$ cat config.mk
export PLATFORM = sky130hd
export DESIGN_NAME = calendar_date_add_and_difference
export DESIGN_NICKNAME = d
export VERILOG_FILES = /design/src/rtl/cdad_pkg.sv /design/src/rtl/calendar_date_add_and_difference.sv
export SDC_FILE = /design/constraint.sdc
export NUM_CORES = 2
export LEC_CHECK = 0
export BUFFER_PORTS_ARGS = -buffer_cell sky130_fd_sc_hd__buf_2
export CAP_MARGIN = 5
export CORE_ASPECT_RATIO = 1.75
export CORE_MARGIN = 2
export CORE_UTILIZATION = 45
export DETAILED_ROUTE_END_ITERATION = 7
export SLEW_MARGIN = 20
export SYNTH_ARGS = -nofsm -noshare
export SYNTH_HDL_FRONTEND = slang
export SYNTH_SLANG_ARGS = --single-unit
$ cat constraint.sdc
create_clock -name clk -period 18.7 [get_ports clk]
set_input_delay 1.87 -clock clk [delete_from_list [all_inputs] [get_ports clk]]
set_output_delay 1.87 -clock clk [all_outputs]
set_load 0.05 [all_outputs]
$ cat src/rtl/cdad_pkg.sv
// Shared definitions for the calendar date add and difference block.
// Field widths, day-number bounds, operation codes and calendar tables.
// No dependencies.
package cdad_pkg;

	// Port field widths
	localparam int YEAR_W   = 14;
	localparam int MONTH_W  = 4;
	localparam int DAY_W    = 5;
	localparam int OFFSET_W = 23;
	localparam int DIFF_W   = 22;

	// Internal widths
	localparam int DN_W   = 23;  // day number counted from 1 March of year -400
	localparam int T_W    = 22;  // in-range day number
	localparam int DOE_W  = 18;  // day of a 400-year era
	localparam int ERA_W  = 5;
	localparam int YOE_W  = 9;   // year of era
	localparam int DOY_W  = 9;   // day of year, March based
	localparam int Q100_W = 8;   // year / 100

	localparam logic [DIFF_W-1:0] DIFF_MAX = '1;

	// Day numbers of 0000-01-01 and 9999-12-31
	localparam int DN_LO = 365 * 399 + 399 / 4 - 399 / 100 + 399 / 400 + 306;
	localparam int DN_HI = 365 * 10399 + 10399 / 4 - 10399 / 100 + 10399 / 400 + 305;

	localparam int ERA_DAYS = 146097;

	// Substitute for an invalid date
	localparam logic [YEAR_W-1:0]  YEAR_DEFAULT  = 14'd1970;
	localparam logic [MONTH_W-1:0] MONTH_DEFAULT = 4'd1;
	localparam logic [DAY_W-1:0]   DAY_DEFAULT   = 5'd1;

	// Clamp bounds
	localparam logic [YEAR_W-1:0]  YEAR_MAX  = 14'd9999;
	localparam logic [MONTH_W-1:0] MONTH_MAX = 4'd12;
	localparam logic [DAY_W-1:0]   DAY_MAX   = 5'd31;

	typedef enum logic {
		FUNC_ADD  = 1'b0,
		FUNC_DIFF = 1'b1
	} func_t;

	// Side information carried down the date recovery stages
	typedef struct packed {
		logic              func;
		logic              clamp_lo;
		logic              clamp_hi;
		logic [DIFF_W-1:0] diff;
	} side_t;

	// Length of a month; zero for a month code outside 1..12
	function automatic logic [DAY_W-1:0] month_len(input logic [MONTH_W-1:0] m,
			input logic leap);
		logic [DAY_W-1:0] len;
		case (m)
			4'd1, 4'd3, 4'd5, 4'd7, 4'd8, 4'd10, 4'd12: len = 5'd31;
			4'd4, 4'd6, 4'd9, 4'd11:                    len = 5'd30;
			4'd2:                                       len = leap ? 5'd29 : 5'd28;
			default:                                    len = 5'd0;
		endcase
		return len;
	endfunction

	// First day of a month within a March-based year (index 0 is March)
	function automatic logic [DOY_W-1:0] mp_start(input logic [MONTH_W-1:0] mp);
		logic [DOY_W-1:0] s;
		case (mp)
			4'd0:    s = 9'd0;
			4'd1:    s = 9'd31;
			4'd2:    s = 9'd61;
			4'd3:    s = 9'd92;
			4'd4:    s = 9'd122;
			4'd5:    s = 9'd153;
			4'd6:    s = 9'd184;
			4'd7:    s = 9'd214;
			4'd8:    s = 9'd245;
			4'd9:    s = 9'd275;
			4'd10:   s = 9'd306;
			4'd11:   s = 9'd337;
			default: s = 9'd0;
		endcase
		return s;
	endfunction

endpackage

$ cat src/rtl/calendar_date_add_and_difference.sv
// Top level: proleptic Gregorian date add and day difference, fully pipelined.
// Depends on cdad_pkg.
//
// channel  direction  handshake               payload
// in       sink       in_valid / in_ready     func, year, month, day, offset, other_*
// out      source     out_valid / out_ready   res_year, res_month, res_day, difference, clamped
//
// One item per cycle while the output is not stalled; 13 register stages, the last
// of them being the output register.
// Latency is set by the day-number to date conversion: each constant division
// is one reciprocal multiply followed by a register.
// Reset clears only the stage valid bits; payload registers are not reset.
// A stalled result holds in the output register; empty stages still fill, so
// input is taken while earlier items wait.
module calendar_date_add_and_difference (
	input  logic                                clk,
	input  logic                                arst_n,
	input  logic                                in_valid,
	output logic                                in_ready,
	input  logic                                func,
	input  logic [cdad_pkg::YEAR_W-1:0]         year,
	input  logic [cdad_pkg::MONTH_W-1:0]        month,
	input  logic [cdad_pkg::DAY_W-1:0]          day,
	input  logic signed [cdad_pkg::OFFSET_W-1:0] offset,
	input  logic [cdad_pkg::YEAR_W-1:0]         other_year,
	input  logic [cdad_pkg::MONTH_W-1:0]        other_month,
	input  logic [cdad_pkg::DAY_W-1:0]          other_day,
	output logic                                out_valid,
	input  logic                                out_ready,
	output logic [cdad_pkg::YEAR_W-1:0]         res_year,
	output logic [cdad_pkg::MONTH_W-1:0]        res_month,
	output logic [cdad_pkg::DAY_W-1:0]          res_day,
	output logic [cdad_pkg::DIFF_W-1:0]         difference,
	output logic                                clamped
);
	import cdad_pkg::*;

	localparam int NSTG = 13;

	// Reciprocals for exact division by constants (rounded up, shift = N + ceil(log2 d))
	localparam logic [14:0] RECIP_100  = 15'(((1 << 21) + 99) / 100);
	localparam logic [22:0] RECIP_ERA  = 23'(((64'd1 << 40) + 146096) / 146097);
	localparam logic [18:0] RECIP_1460 = 19'(((1 << 29) + 1459) / 1460);
	localparam logic [18:0] RECIP_365  = 19'(((1 << 27) + 364) / 365);
	localparam logic [11:0] RECIP_153  = 12'(((1 << 19) + 152) / 153);

	typedef struct packed {
		logic [14:0]        sy;
		logic [Q100_W-1:0]  c100;
		logic [DOY_W-1:0]   doy;
	} prep_t;

	// Validate a date, substitute the default if needed, and split it for the day number
	function automatic prep_t date_prep(input logic [YEAR_W-1:0] y,
			input logic [MONTH_W-1:0] m, input logic [DAY_W-1:0] d,
			input logic [Q100_W-1:0] q100);
		logic               z100;
		logic               leap;
		logic               ok;
		logic [YEAR_W-1:0]  ye;
		logic [MONTH_W-1:0] me;
		logic [MONTH_W-1:0] mp;
		logic [DAY_W-1:0]   de;
		logic [Q100_W-1:0]  qe;
		logic               z100e;
		logic               adj;
		prep_t              r;
		z100 = (y == 14'({6'd0, q100} * 14'd100));
		leap = (y[1:0] == 2'b00) && (!z100 || (q100[1:0] == 2'b00));
		ok   = (m >= 4'd1) && (m <= 4'd12) && (d != 5'd0) && (d <= month_len(m, leap));
		if (ok) begin
			ye    = y;
			me    = m;
			de    = d;
			qe    = q100;
			z100e = z100;
		end else begin
			ye    = YEAR_DEFAULT;
			me    = MONTH_DEFAULT;
			de    = DAY_DEFAULT;
			qe    = 8'd19;
			z100e = 1'b0;
		end
		adj    = (me <= 4'd2);
		mp     = adj ? (me + 4'd9) : (me - 4'd3);
		r.sy   = 15'(ye) + 15'd400 - 15'(adj);
		r.c100 = qe + 8'd4 - 8'(adj && z100e);
		r.doy  = mp_start(mp) + 9'(de) - 9'd1;
		return r;
	endfunction

	function automatic logic [DN_W-1:0] day_num(input prep_t p);
		return 23'({8'd0, p.sy} * 23'd365) + 23'(p.sy >> 2) - 23'(p.c100)
			+ 23'(p.c100 >> 2) + 23'(p.doy);
	endfunction

	// Stage handshake: a stage advances when the output is ready or when it or any later stage is empty
	logic [NSTG:1] stg_vld_q;
	logic [NSTG:1] adv;

	for (genvar k = 1; k <= NSTG; k++) begin : g_adv
		assign adv[k] = out_ready | ~(&stg_vld_q[NSTG:k]);
	end

	assign in_ready  = adv[1];
	assign out_valid = stg_vld_q[NSTG];

	// Advance valid bits
	always_ff @(posedge clk or negedge arst_n) begin
		if (!arst_n) begin
			stg_vld_q <= '0;
		end else begin
			if (adv[1]) begin
				stg_vld_q[1] <= in_valid;
			end
			for (int k = 2; k <= NSTG; k++) begin
				if (adv[k]) begin
					stg_vld_q[k] <= stg_vld_q[k-1];
				end
			end
		end
	end

	// Stage 1: input register
	logic                       func_s1;
	logic [YEAR_W-1:0]          year_a_s1, year_b_s1;
	logic [MONTH_W-1:0]         month_a_s1, month_b_s1;
	logic [DAY_W-1:0]           day_a_s1, day_b_s1;
	logic signed [OFFSET_W-1:0] offset_s1;

	always_ff @(posedge clk) begin
		if (adv[1]) begin
			func_s1    <= func;
			year_a_s1  <= year;
			month_a_s1 <= month;
			day_a_s1   <= day;
			offset_s1  <= offset;
			year_b_s1  <= other_year;
			month_b_s1 <= other_month;
			day_b_s1   <= other_day;
		end
	end

	// Stage 2: year / 100 for both dates
	logic [28:0]                q100_prod_a, q100_prod_b;
	logic                       func_s2;
	logic [YEAR_W-1:0]          year_a_s2, year_b_s2;
	logic [MONTH_W-1:0]         month_a_s2, month_b_s2;
	logic [DAY_W-1:0]           day_a_s2, day_b_s2;
	logic signed [OFFSET_W-1:0] offset_s2;
	logic [Q100_W-1:0]          q100_a_s2, q100_b_s2;

	assign q100_prod_a = {15'd0, year_a_s1} * {14'd0, RECIP_100};
	assign q100_prod_b = {15'd0, year_b_s1} * {14'd0, RECIP_100};

	always_ff @(posedge clk) begin
		if (adv[2]) begin
			func_s2    <= func_s1;
			year_a_s2  <= year_a_s1;
			month_a_s2 <= month_a_s1;
			day_a_s2   <= day_a_s1;
			year_b_s2  <= year_b_s1;
			month_b_s2 <= month_b_s1;
			day_b_s2   <= day_b_s1;
			offset_s2  <= offset_s1;
			q100_a_s2  <= q100_prod_a[28:21];
			q100_b_s2  <= q100_prod_b[28:21];
		end
	end

	// Stage 3: validate dates and split into shifted year, centuries, day of year
	logic                       func_s3;
	logic signed [OFFSET_W-1:0] offset_s3;
	prep_t                      prep_a_s3, prep_b_s3;

	always_ff @(posedge clk) begin
		if (adv[3]) begin
			func_s3   <= func_s2;
			offset_s3 <= offset_s2;
			prep_a_s3 <= date_prep(year_a_s2, month_a_s2, day_a_s2, q100_a_s2);
			prep_b_s3 <= date_prep(year_b_s2, month_b_s2, day_b_s2, q100_b_s2);
		end
	end

	// Stage 4: linear day numbers
	logic                       func_s4;
	logic signed [OFFSET_W-1:0] offset_s4;
	logic [DN_W-1:0]            dn_a_s4, dn_b_s4;

	always_ff @(posedge clk) begin
		if (adv[4]) begin
			func_s4   <= func_s3;
			offset_s4 <= offset_s3;
			dn_a_s4   <= day_num(prep_a_s3);
			dn_b_s4   <= day_num(prep_b_s3);
		end
	end

	// Stage 5: add offset with range check, or absolute difference with saturation
	logic signed [24:0] t_sum;
	logic signed [23:0] d_sub;
	logic [23:0]        d_abs;
	side_t              side_nxt;
	side_t              side_s5;
	logic [T_W-1:0]     t_s5;

	always_comb begin
		t_sum             = $signed({2'b00, dn_a_s4}) + 25'(offset_s4);
		d_sub             = $signed({1'b0, dn_a_s4}) - $signed({1'b0, dn_b_s4});
		d_abs             = d_sub[23] ? 24'(-d_sub) : 24'(d_sub);
		side_nxt.func     = func_s4;
		side_nxt.clamp_lo = (func_s4 == FUNC_ADD) && (t_sum < 25'(DN_LO));
		side_nxt.clamp_hi = (func_s4 == FUNC_ADD) && (t_sum > 25'(DN_HI));
		if (func_s4 == FUNC_ADD) begin
			side_nxt.diff = '0;
		end else if (d_abs > {2'b00, DIFF_MAX}) begin
			side_nxt.diff = DIFF_MAX;
		end else begin
			side_nxt.diff = d_abs[DIFF_W-1:0];
		end
	end

	always_ff @(posedge clk) begin
		if (adv[5]) begin
			side_s5 <= side_nxt;
			t_s5    <= t_sum[T_W-1:0];
		end
	end

	// Stage 6: era = t / 146097
	logic [44:0]      era_prod;
	side_t            side_s6;
	logic [T_W-1:0]   t_s6;
	logic [ERA_W-1:0] era_s6;

	assign era_prod = {23'd0, t_s5} * {22'd0, RECIP_ERA};

	always_ff @(posedge clk) begin
		if (adv[6]) begin
			side_s6 <= side_s5;
			t_s6    <= t_s5;
			era_s6  <= era_prod[44:40];
		end
	end

	// Stage 7: day of era
	side_t            side_s7;
	logic [ERA_W-1:0] era_s7;
	logic [DOE_W-1:0] doe_s7;

	always_ff @(posedge clk) begin
		if (adv[7]) begin
			side_s7 <= side_s6;
			era_s7  <= era_s6;
			doe_s7  <= 18'(t_s6 - 22'({17'd0, era_s6} * 22'(ERA_DAYS)));
		end
	end

	// Stage 8: four-year, century and era corrections
	logic [36:0]      a_prod;
	logic [2:0]       b_cnt;
	side_t            side_s8;
	logic [ERA_W-1:0] era_s8;
	logic [DOE_W-1:0] doe_s8;
	logic [6:0]       a_s8;
	logic [2:0]       b_s8;
	logic             c_s8;

	assign a_prod = {19'd0, doe_s7} * {18'd0, RECIP_1460};
	assign b_cnt  = 3'(doe_s7 >= 18'd36524) + 3'(doe_s7 >= 18'd73048)
		+ 3'(doe_s7 >= 18'd109572) + 3'(doe_s7 >= 18'd146096);

	always_ff @(posedge clk) begin
		if (adv[8]) begin
			side_s8 <= side_s7;
			era_s8  <= era_s7;
			doe_s8  <= doe_s7;
			a_s8    <= a_prod[35:29];
			b_s8    <= b_cnt;
			c_s8    <= (doe_s7 == 18'd146096);
		end
	end

	// Stage 9: day count normalised to 365-day years
	side_t            side_s9;
	logic [ERA_W-1:0] era_s9;
	logic [DOE_W-1:0] doe_s9;
	logic [DOE_W-1:0] n_s9;

	always_ff @(posedge clk) begin
		if (adv[9]) begin
			side_s9 <= side_s8;
			era_s9  <= era_s8;
			doe_s9  <= doe_s8;
			n_s9    <= doe_s8 - 18'(a_s8) + 18'(b_s8) - 18'(c_s8);
		end
	end

	// Stage 10: year of era
	logic [36:0]      yoe_prod;
	side_t            side_s10;
	logic [ERA_W-1:0] era_s10;
	logic [DOE_W-1:0] doe_s10;
	logic [YOE_W-1:0] yoe_s10;

	assign yoe_prod = {19'd0, n_s9} * {18'd0, RECIP_365};

	always_ff @(posedge clk) begin
		if (adv[10]) begin
			side_s10 <= side_s9;
			era_s10  <= era_s9;
			doe_s10  <= doe_s9;
			yoe_s10  <= yoe_prod[35:27];
		end
	end

	// Stage 11: day of year
	logic [1:0]       yoe_c100;
	side_t            side_s11;
	logic [ERA_W-1:0] era_s11;
	logic [YOE_W-1:0] yoe_s11;
	logic [DOY_W-1:0] doy_s11;

	assign yoe_c100 = 2'(yoe_s10 >= 9'd100) + 2'(yoe_s10 >= 9'd200) + 2'(yoe_s10 >= 9'd300);

	always_ff @(posedge clk) begin
		if (adv[11]) begin
			side_s11 <= side_s10;
			era_s11  <= era_s10;
			yoe_s11  <= yoe_s10;
			doy_s11  <= 9'(doe_s10 - (18'({9'd0, yoe_s10} * 18'd365) + 18'(yoe_s10 >> 2)
				- 18'(yoe_c100)));
		end
	end

	// Stage 12: March-based month index
	logic [10:0]        mp_num;
	logic [22:0]        mp_prod;
	side_t              side_s12;
	logic [ERA_W-1:0]   era_s12;
	logic [YOE_W-1:0]   yoe_s12;
	logic [DOY_W-1:0]   doy_s12;
	logic [MONTH_W-1:0] mp_s12;

	assign mp_num  = 11'({2'd0, doy_s11} * 11'd5) + 11'd2;
	assign mp_prod = {12'd0, mp_num} * {11'd0, RECIP_153};

	always_ff @(posedge clk) begin
		if (adv[12]) begin
			side_s12 <= side_s11;
			era_s12  <= era_s11;
			yoe_s12  <= yoe_s11;
			doy_s12  <= doy_s11;
			mp_s12   <= mp_prod[22:19];
		end
	end

	// Stage 13: assemble the calendar date and select the result
	logic [MONTH_W-1:0] cal_month;
	logic [DAY_W-1:0]   cal_day;
	logic [YEAR_W-1:0]  cal_year;
	logic [YEAR_W-1:0]  res_year_nxt;
	logic [MONTH_W-1:0] res_month_nxt;
	logic [DAY_W-1:0]   res_day_nxt;
	logic               clamped_nxt;
	logic [YEAR_W-1:0]  res_year_s13;
	logic [MONTH_W-1:0] res_month_s13;
	logic [DAY_W-1:0]   res_day_s13;
	logic [DIFF_W-1:0]  difference_s13;
	logic               clamped_s13;

	always_comb begin
		cal_day   = 5'(doy_s12 - mp_start(mp_s12) + 9'd1);
		cal_month = (mp_s12 < 4'd10) ? (mp_s12 + 4'd3) : (mp_s12 - 4'd9);
		cal_year  = 14'(yoe_s12) + 14'({9'd0, era_s12} * 14'd400)
			+ 14'(cal_month <= 4'd2) - 14'd400;
		if (side_s12.func == FUNC_DIFF) begin
			res_year_nxt  = '0;
			res_month_nxt = '0;
			res_day_nxt   = '0;
			clamped_nxt   = 1'b0;
		end else if (side_s12.clamp_lo) begin
			res_year_nxt  = '0;
			res_month_nxt = MONTH_DEFAULT;
			res_day_nxt   = DAY_DEFAULT;
			clamped_nxt   = 1'b1;
		end else if (side_s12.clamp_hi) begin
			res_year_nxt  = YEAR_MAX;
			res_month_nxt = MONTH_MAX;
			res_day_nxt   = DAY_MAX;
			clamped_nxt   = 1'b1;
		end else begin
			res_year_nxt  = cal_year;
			res_month_nxt = cal_month;
			res_day_nxt   = cal_day;
			clamped_nxt   = 1'b0;
		end
	end

	always_ff @(posedge clk) begin
		if (adv[13]) begin
			res_year_s13   <= res_year_nxt;
			res_month_s13  <= res_month_nxt;
			res_day_s13    <= res_day_nxt;
			difference_s13 <= side_s12.diff;
			clamped_s13    <= clamped_nxt;
		end
	end

	assign res_year   = res_year_s13;
	assign res_month  = res_month_s13;
	assign res_day    = res_day_s13;
	assign difference = difference_s13;
	assign clamped    = clamped_s13;

endmodule

# After elaboration in Yosys (flattened, before gate mapping)
# Memory sizes are Yosys's and may differ from the RTL's. A register that Yosys moved wholly into a read port is not among the register bits.
# Cells that the tools add are included.
# op_classes
addsub	47
mul	14
div	0
magnitude_cmp	20
n_eq_ne	27
n_shift	0
n_mux	41
bitwise_logic	27
reduce_logical	40
# ops
cell	n
14-bit 2-to-1 mux	5
18-bit by 16-bit multiplier with 33-bit output, second input constant	2
14-bit by 13-bit multiplier with 27-bit output, second input constant	2
23-bit by 13-bit adder with 23-bit output	2
23-bit by 6-bit adder with 23-bit output	2
23-bit by 9-bit adder with 23-bit output	2
15-bit by 9-bit multiplier with 23-bit output, second input constant	2
23-bit by 8-bit subtractor with 23-bit output	2
22-bit by 22-bit multiplier with 44-bit output, second input constant	1
4-bit == test, second input constant	10
18-bit by 17-bit greater-or-equal comparator with 1-bit output, second input constant	2
4-bit 2-to-1 mux	9
5-bit 2-to-1 mux	7
4-bit by 3-bit == test with 1-bit output, second input constant	8
8-bit 2-to-1 mux	4
14-bit by 9-bit adder with 15-bit output, second input constant	2
5-bit case mux with 3 select lines	2
15-bit by 1-bit subtractor with 15-bit output	2
14-bit == test	2
24-bit by 23-bit adder with 25-bit output	1
25-bit by 23-bit > comparator with 1-bit output, second input constant	1
25-bit by 19-bit less-than comparator with 1-bit output, second input constant	1
24-bit by 22-bit > comparator with 1-bit output, second input constant	1
8-bit by 5-bit multiplier with 12-bit output, second input constant	2
other kinds (72)	142
# word_totals
ff_bits	776
latch_bits	0
mem_bits_rw	0
mem_bits_ro	432
out_inout_bits	48
word_cells	326
mem_count	3
# mem_list
memory	depth	width	rd	rd_ports_with_merged_regs	wr	line_no	source
(no name shown)	16	9	1	1	0	cdad_pkg.sv:69	case (mp)
(no name shown)	16	9	1	0	0	cdad_pkg.sv:69	
(no name shown)	16	9	1	0	0	cdad_pkg.sv:69	

# Depth between registers and ports, before layout
# An unclocked memory read counts as a cell.
# depth
ltp_word	18
mapped_depth	42
depth_no_buf	41

# Least setup slack after synthesis
# Ideal clock, no wire load.
# synth_path
kind	input -> output
startpoint	input port out_ready
endpoint	output port in_ready
t_arrival_ps	9128
required_ps	16830
path_slack_ps	7702
cell_stages	8
n_path_buf	0
path_cell_list	nor2b_1 > inv_1 > nor2_1 > nand3_1 > nor2_1 > nand3_1 > nor2_1 > nand3_1
# synth_between
elab_chain_cells	1
# synth_rtl
item	line_no	source
start, declared	calendar_date_add_and_difference.sv:29	input logic out_ready,
1-bit bitwise OR	calendar_date_add_and_difference.sv:102	assign adv[k] = out_ready | ~(&stg_vld_q[NSTG:k]);
end, declared	calendar_date_add_and_difference.sv:19	output logic in_ready,
# No other way between the ends.

# Final worst setup path
# layout_path
startpoint	register q100_b_s2[3]
endpoint	register prep_b_s3[7] (netlist name), data pin
# layout_between
elab_chain_cells	18
# layout_rtl
item	line_no	source
start, declared	calendar_date_add_and_difference.sv:151	logic [Q100_W-1:0] q100_a_s2, q100_b_s2;
start signal, assigned	calendar_date_add_and_difference.sv:167	q100_b_s2 <= q100_prod_b[28:21];
8-bit by 5-bit multiplier with 12-bit output *	calendar_date_add_and_difference.sv:68	z100 = (y == 14'({6'd0, q100} * 14'd100));
14-bit == test *	calendar_date_add_and_difference.sv:68	
1-bit logical NOT *	calendar_date_add_and_difference.sv:69	leap = (y[1:0] == 2'b00) && (!z100 || (q100[1:0] == 2'b00));
1-bit logical OR *	calendar_date_add_and_difference.sv:69	
1-bit logical AND *	calendar_date_add_and_difference.sv:69	
1-bit 2-to-1 mux *	cdad_pkg.sv:60	4'd2: len = leap ? 5'd29 : 5'd28;
5-bit case mux with 3 select lines *	cdad_pkg.sv:57	case (m)
5-bit 2-to-1 mux *	calendar_date_add_and_difference.sv:177	if (adv[3]) begin
(+2 left out)	-	
4-bit 2-to-1 mux	calendar_date_add_and_difference.sv:71	if (ok) begin
4-bit 2-to-1 mux	calendar_date_add_and_difference.sv:177	
4-bit by 2-bit subtractor with 4-bit output (tied with other cells)	calendar_date_add_and_difference.sv:85	mp = adj ? (me + 4'd9) : (me - 4'd3);
4-bit 2-to-1 mux	calendar_date_add_and_difference.sv:85	
memory read 16 x 9 bit	-	
9-bit 2-to-1 mux	calendar_date_add_and_difference.sv:177	
9-bit by 5-bit adder with 9-bit output *	calendar_date_add_and_difference.sv:88	r.doy = mp_start(mp) + 9'(de) - 9'd1;
9-bit by 1-bit subtractor with 9-bit output *	calendar_date_add_and_difference.sv:88	
end signal, assigned	calendar_date_add_and_difference.sv:181	prep_b_s3 <= date_prep(year_b_s2, month_b_s2, day_b_s2, q100_b_s2);
end, declared	calendar_date_add_and_difference.sv:174	prep_t prep_a_s3, prep_b_s3;
# Every way passes the cells marked *; elsewhere a longest branch is shown, timed or not. The select of a mux whose other input is x is not followed.
# A chain may end at the register's enable or synchronous reset.

==> summary.txt <==
ANT nets after route: 0
Crit Path Category: register to register
Max Buffers Root-to-Sink: 3
Least-Margin Pin Slew: 0.978 ns
Gates resized, CTS repair: 0
initial antenna violation count: 0
fill count: 14,300
post-synth top area share: 0.319
clock buffer count from CTS: 82
cell count after synthesis: 5,946
mux share of post-synthesis cell area: 0.00183
# hold bufs at CTS: 0
first-pass GRT wire length: 239,000 um
GP Congestion: 0.925
Critical Path Most Common Cell: ha_1
simple-gate share of the synthesized area: 0.0435
XOR/XNOR Fraction of Synth Area: 0.0381
DRC: 0
Setup TNS: 0 ns
post-CTS setup buffers: 0
initial drt markers: 1,475
post-DP HPWL: 126,000 um
Maximum Capacitance Violations: 0
WL final: 146,000 um
largest net degree at the start of global routing: 66
Post-Synth Adder-Cell Area: 0.458
Layout area overhead: 8.48%
synthesized area: 71,900 um^2
CTS tree: yes
total I/O pin count: 122
# rows: 194
synth unique cells: 78
Syn Area/Cell: 12.1 um^2
Top FF cell, synth: edfxtp_1
ant diodes: 0
Crit. End Element: register
vias in the first global route: 46,300
WP data required: 19.12 ns
Via Count: 41,600
Multi-input gate area: 43,400 um^2
top post-synthesis cells by area: edfxtp_1 32%, ha_1 23%, fa_1 22%, inv_1 7.1%, xnor2_1 2.8%
compound-gate portion of the synthesized area: 0.0612
Crit Path Max Fanout: 29
final number of hold-violating endpoints: 0
Root Buffer Master: clkbuf_16
FF/Latch Area: 23,300 um^2
CORE AREA: 159,000 um^2
GRT Total Usage: 0.187
CTS H-tree depth: 3
Clock transition at path regs: 0.06 ns
total grt overflow: 0
fmax: 0.115 GHz
sequential area share after synthesis: 0.325
Slew Limit Fails: 0
Final #Nets: 8,364
post-route minimum period: 8.73 ns
Die H: 533 um
status: finished clean
chip width: 306 um
post-synthesis async set-or-reset flop share: 0.0166
Worst-Skew Late Latency: 0.68 ns
Setup-failing EPs final: 0
synth warn: 0
DP Cell Count: 8,115
post-synthesis sequential element count: 781
drt first pass iters: 5
RSZ-0062 raised after global routing: false
Max-slew headroom: 0.331
layout cells sized above 1: 0.0511
die area: 163,000 um^2
Util after Layout: 0.490
CTS sink cnt: 781
area leader, netlist: edfxtp_1
Post-synth EDFFs: 763
syn nets: 8,169
final cell count without fillers: 8,267
Setup Skew: 0.0247 ns
starting density of the core: 0.451
Final period util: 0.467
Port Buf Inserts: 121
slowest CP cell: ha_1
largest family of logic cells by synthesized area: adder cells
slowest cell delay on critical path: 0.53 ns
detailed-route vias per instance: 5.04
wire per inst: 17.7 um
HP Class: register to register
Worst Path Arrival: 9.15 ns
CP Launch Type: register
[through the flow]
| stage | hold WS, ns | setup WS, ns | cell area (um^2) |
|---|---|---|---|
| floorplan | 0.400 | 7.70 | 71900 |
| global placement | 0.401 | 9.96 | 75200 |
| detailed placement | 0.405 | 9.94 | 75200 |
| CTS | 0.408 | 9.92 | 78000 |
| global route | 0.415 | 9.36 | 78000 |
| finish | 0.409 | 9.97 | 78000 |
[layout by cell type (no fill, tap or decap), types with 11 or more instances in the layout]
cell type / synthesis / routed
xor2_1: 80 / 80
o31ai_1: 11 / 11
buf_4: 3 / 24
o211ai_1: 17 / 17
xnor2_1: 233 / 233
edfxtp_1: 763 / 763
fa_1: 803 / 803
inv_1: 1354 / 1349
or2_2: 15 / 15
nand2b_1: 40 / 40
o21a_1: 46 / 46
or3_1: 14 / 14
and2_1: 14 / 14
a21o_1: 88 / 88
nor2b_1: 44 / 44
nand3_1: 51 / 47
a21oi_1: 195 / 193
dfrtp_1: 13 / 13
clkbuf_16: 0 / 82
and3_1: 28 / 28
ha_1: 1346 / 1346
nand4_1: 19 / 19
o21ai_0: 101 / 101
a211oi_1: 31 / 31
mux2i_1: 12 / 12
buf_2: 2 / 121
nor2_1: 166 / 166
o21bai_1: 29 / 29
bufinv_16: 0 / 12
a21boi_0: 15 / 15
nand2_1: 150 / 146
nor3_1: 60 / 60
clkbuf_1: 27 / 19
a31oi_1: 23 / 23
[state kept, by name, indices dropped and copies added, names as in the netlist, 18 cells and up, named ones only]
name,cells
prep_a_s3,32
prep_b_s3,32
side_s10,25
side_s11,25
side_s12,25
side_s5,25
side_s6,25
side_s7,25
side_s8,25
side_s9,25
dn_a_s4,23
dn_b_s4,23
offset_s1,23
offset_s2,23
offset_s3,23
offset_s4,23
difference,22
t_s5,22
doe_s7,18
doe_s8,18
n_s9,18
t_s6,18
[cells by family after synthesis]
logic type / after synthesis
AOI/OAI and AO/OA: 663
xor gates and xnor gates: 313
adders and majority gates: 2149
buffers and inverters: 1388
DFF: 781
muxes: 13
and+or+nand+nor: 639
[cell usage after synthesis, types with 12 or more instances]
cell type     n
mux2i_1      12
or3_1        14
a21oi_1     195
nand2b_1     40
nor2b_1      44
o21ai_0     101
o21a_1       46
clkbuf_1     27
nand2_1     150
and3_1       28
a211oi_1     31
and2_1       14
xor2_1       80
nand3_1      51
xnor2_1     233
nor3_1       60
fa_1        803
o211ai_1     17
nand4_1      19
nor2_1      166
or2_2        15
dfrtp_1      13
a21o_1       88
o21bai_1     29
ha_1       1346
a21boi_0     15
edfxtp_1    763
inv_1      1354
a31oi_1      23
[metal layers]
metal / GRT usage / vias to the layer above / wire length [um]
met3: 0.0162 / 296 / 2700
met2: 0.394 / 521 / 87900
met5: 0 / - / 0
met4: 0.0783 / 0 / 6470
li1: - / 20200 / -
met1: 0.178 / 20700 / 49200
[critical path, delay by kind of cell (launching register included)]
family / cells / cell delay (ns)
adder cells (fa/ha/maj): 10 / 3.40
AO/OA/AOI/OAI: 14 / 2.23
AND/OR/NAND/NOR: 9 / 1.50
buffers and inverters: 4 / 0.62
flip-flops: 1 / 0.49
XOR/XNOR: 2 / 0.22
[final cells by class]
| type | instances | share of cell area |
|---|---|---|
| sequential | 781 | 0.299 |
| clock buffer | 102 | 0.0274 |
| clock inverter | 50 | 0.00862 |
| multi-input combinational | 3777 | 0.556 |
| timing repair buffer | 145 | 0.0101 |
| tap | 2058 | 0.0330 |
| inverter | 1354 | 0.0652 |
[path summary, 6_finish.rpt]
check	start	end	slack [ns]	cells past startpoint
max	q100_b_s2[3]	prep_b_s3[7]	9.97	39
min	side_s6[10]	side_s7[10]	0.41	0
max reg2reg	q100_b_s2[3]	prep_b_s3[7]	9.97	39
min reg2reg	side_s6[10]	side_s7[10]	0.41	0
max in group asynchronous	arst_n	stg_vld_q[11]	17.16	1
min in group asynchronous	arst_n	stg_vld_q[4]	1.18	1
Power is not shown: default switching activity piles up to over one toggle a cycle in this logic, so the estimate is an artifact.
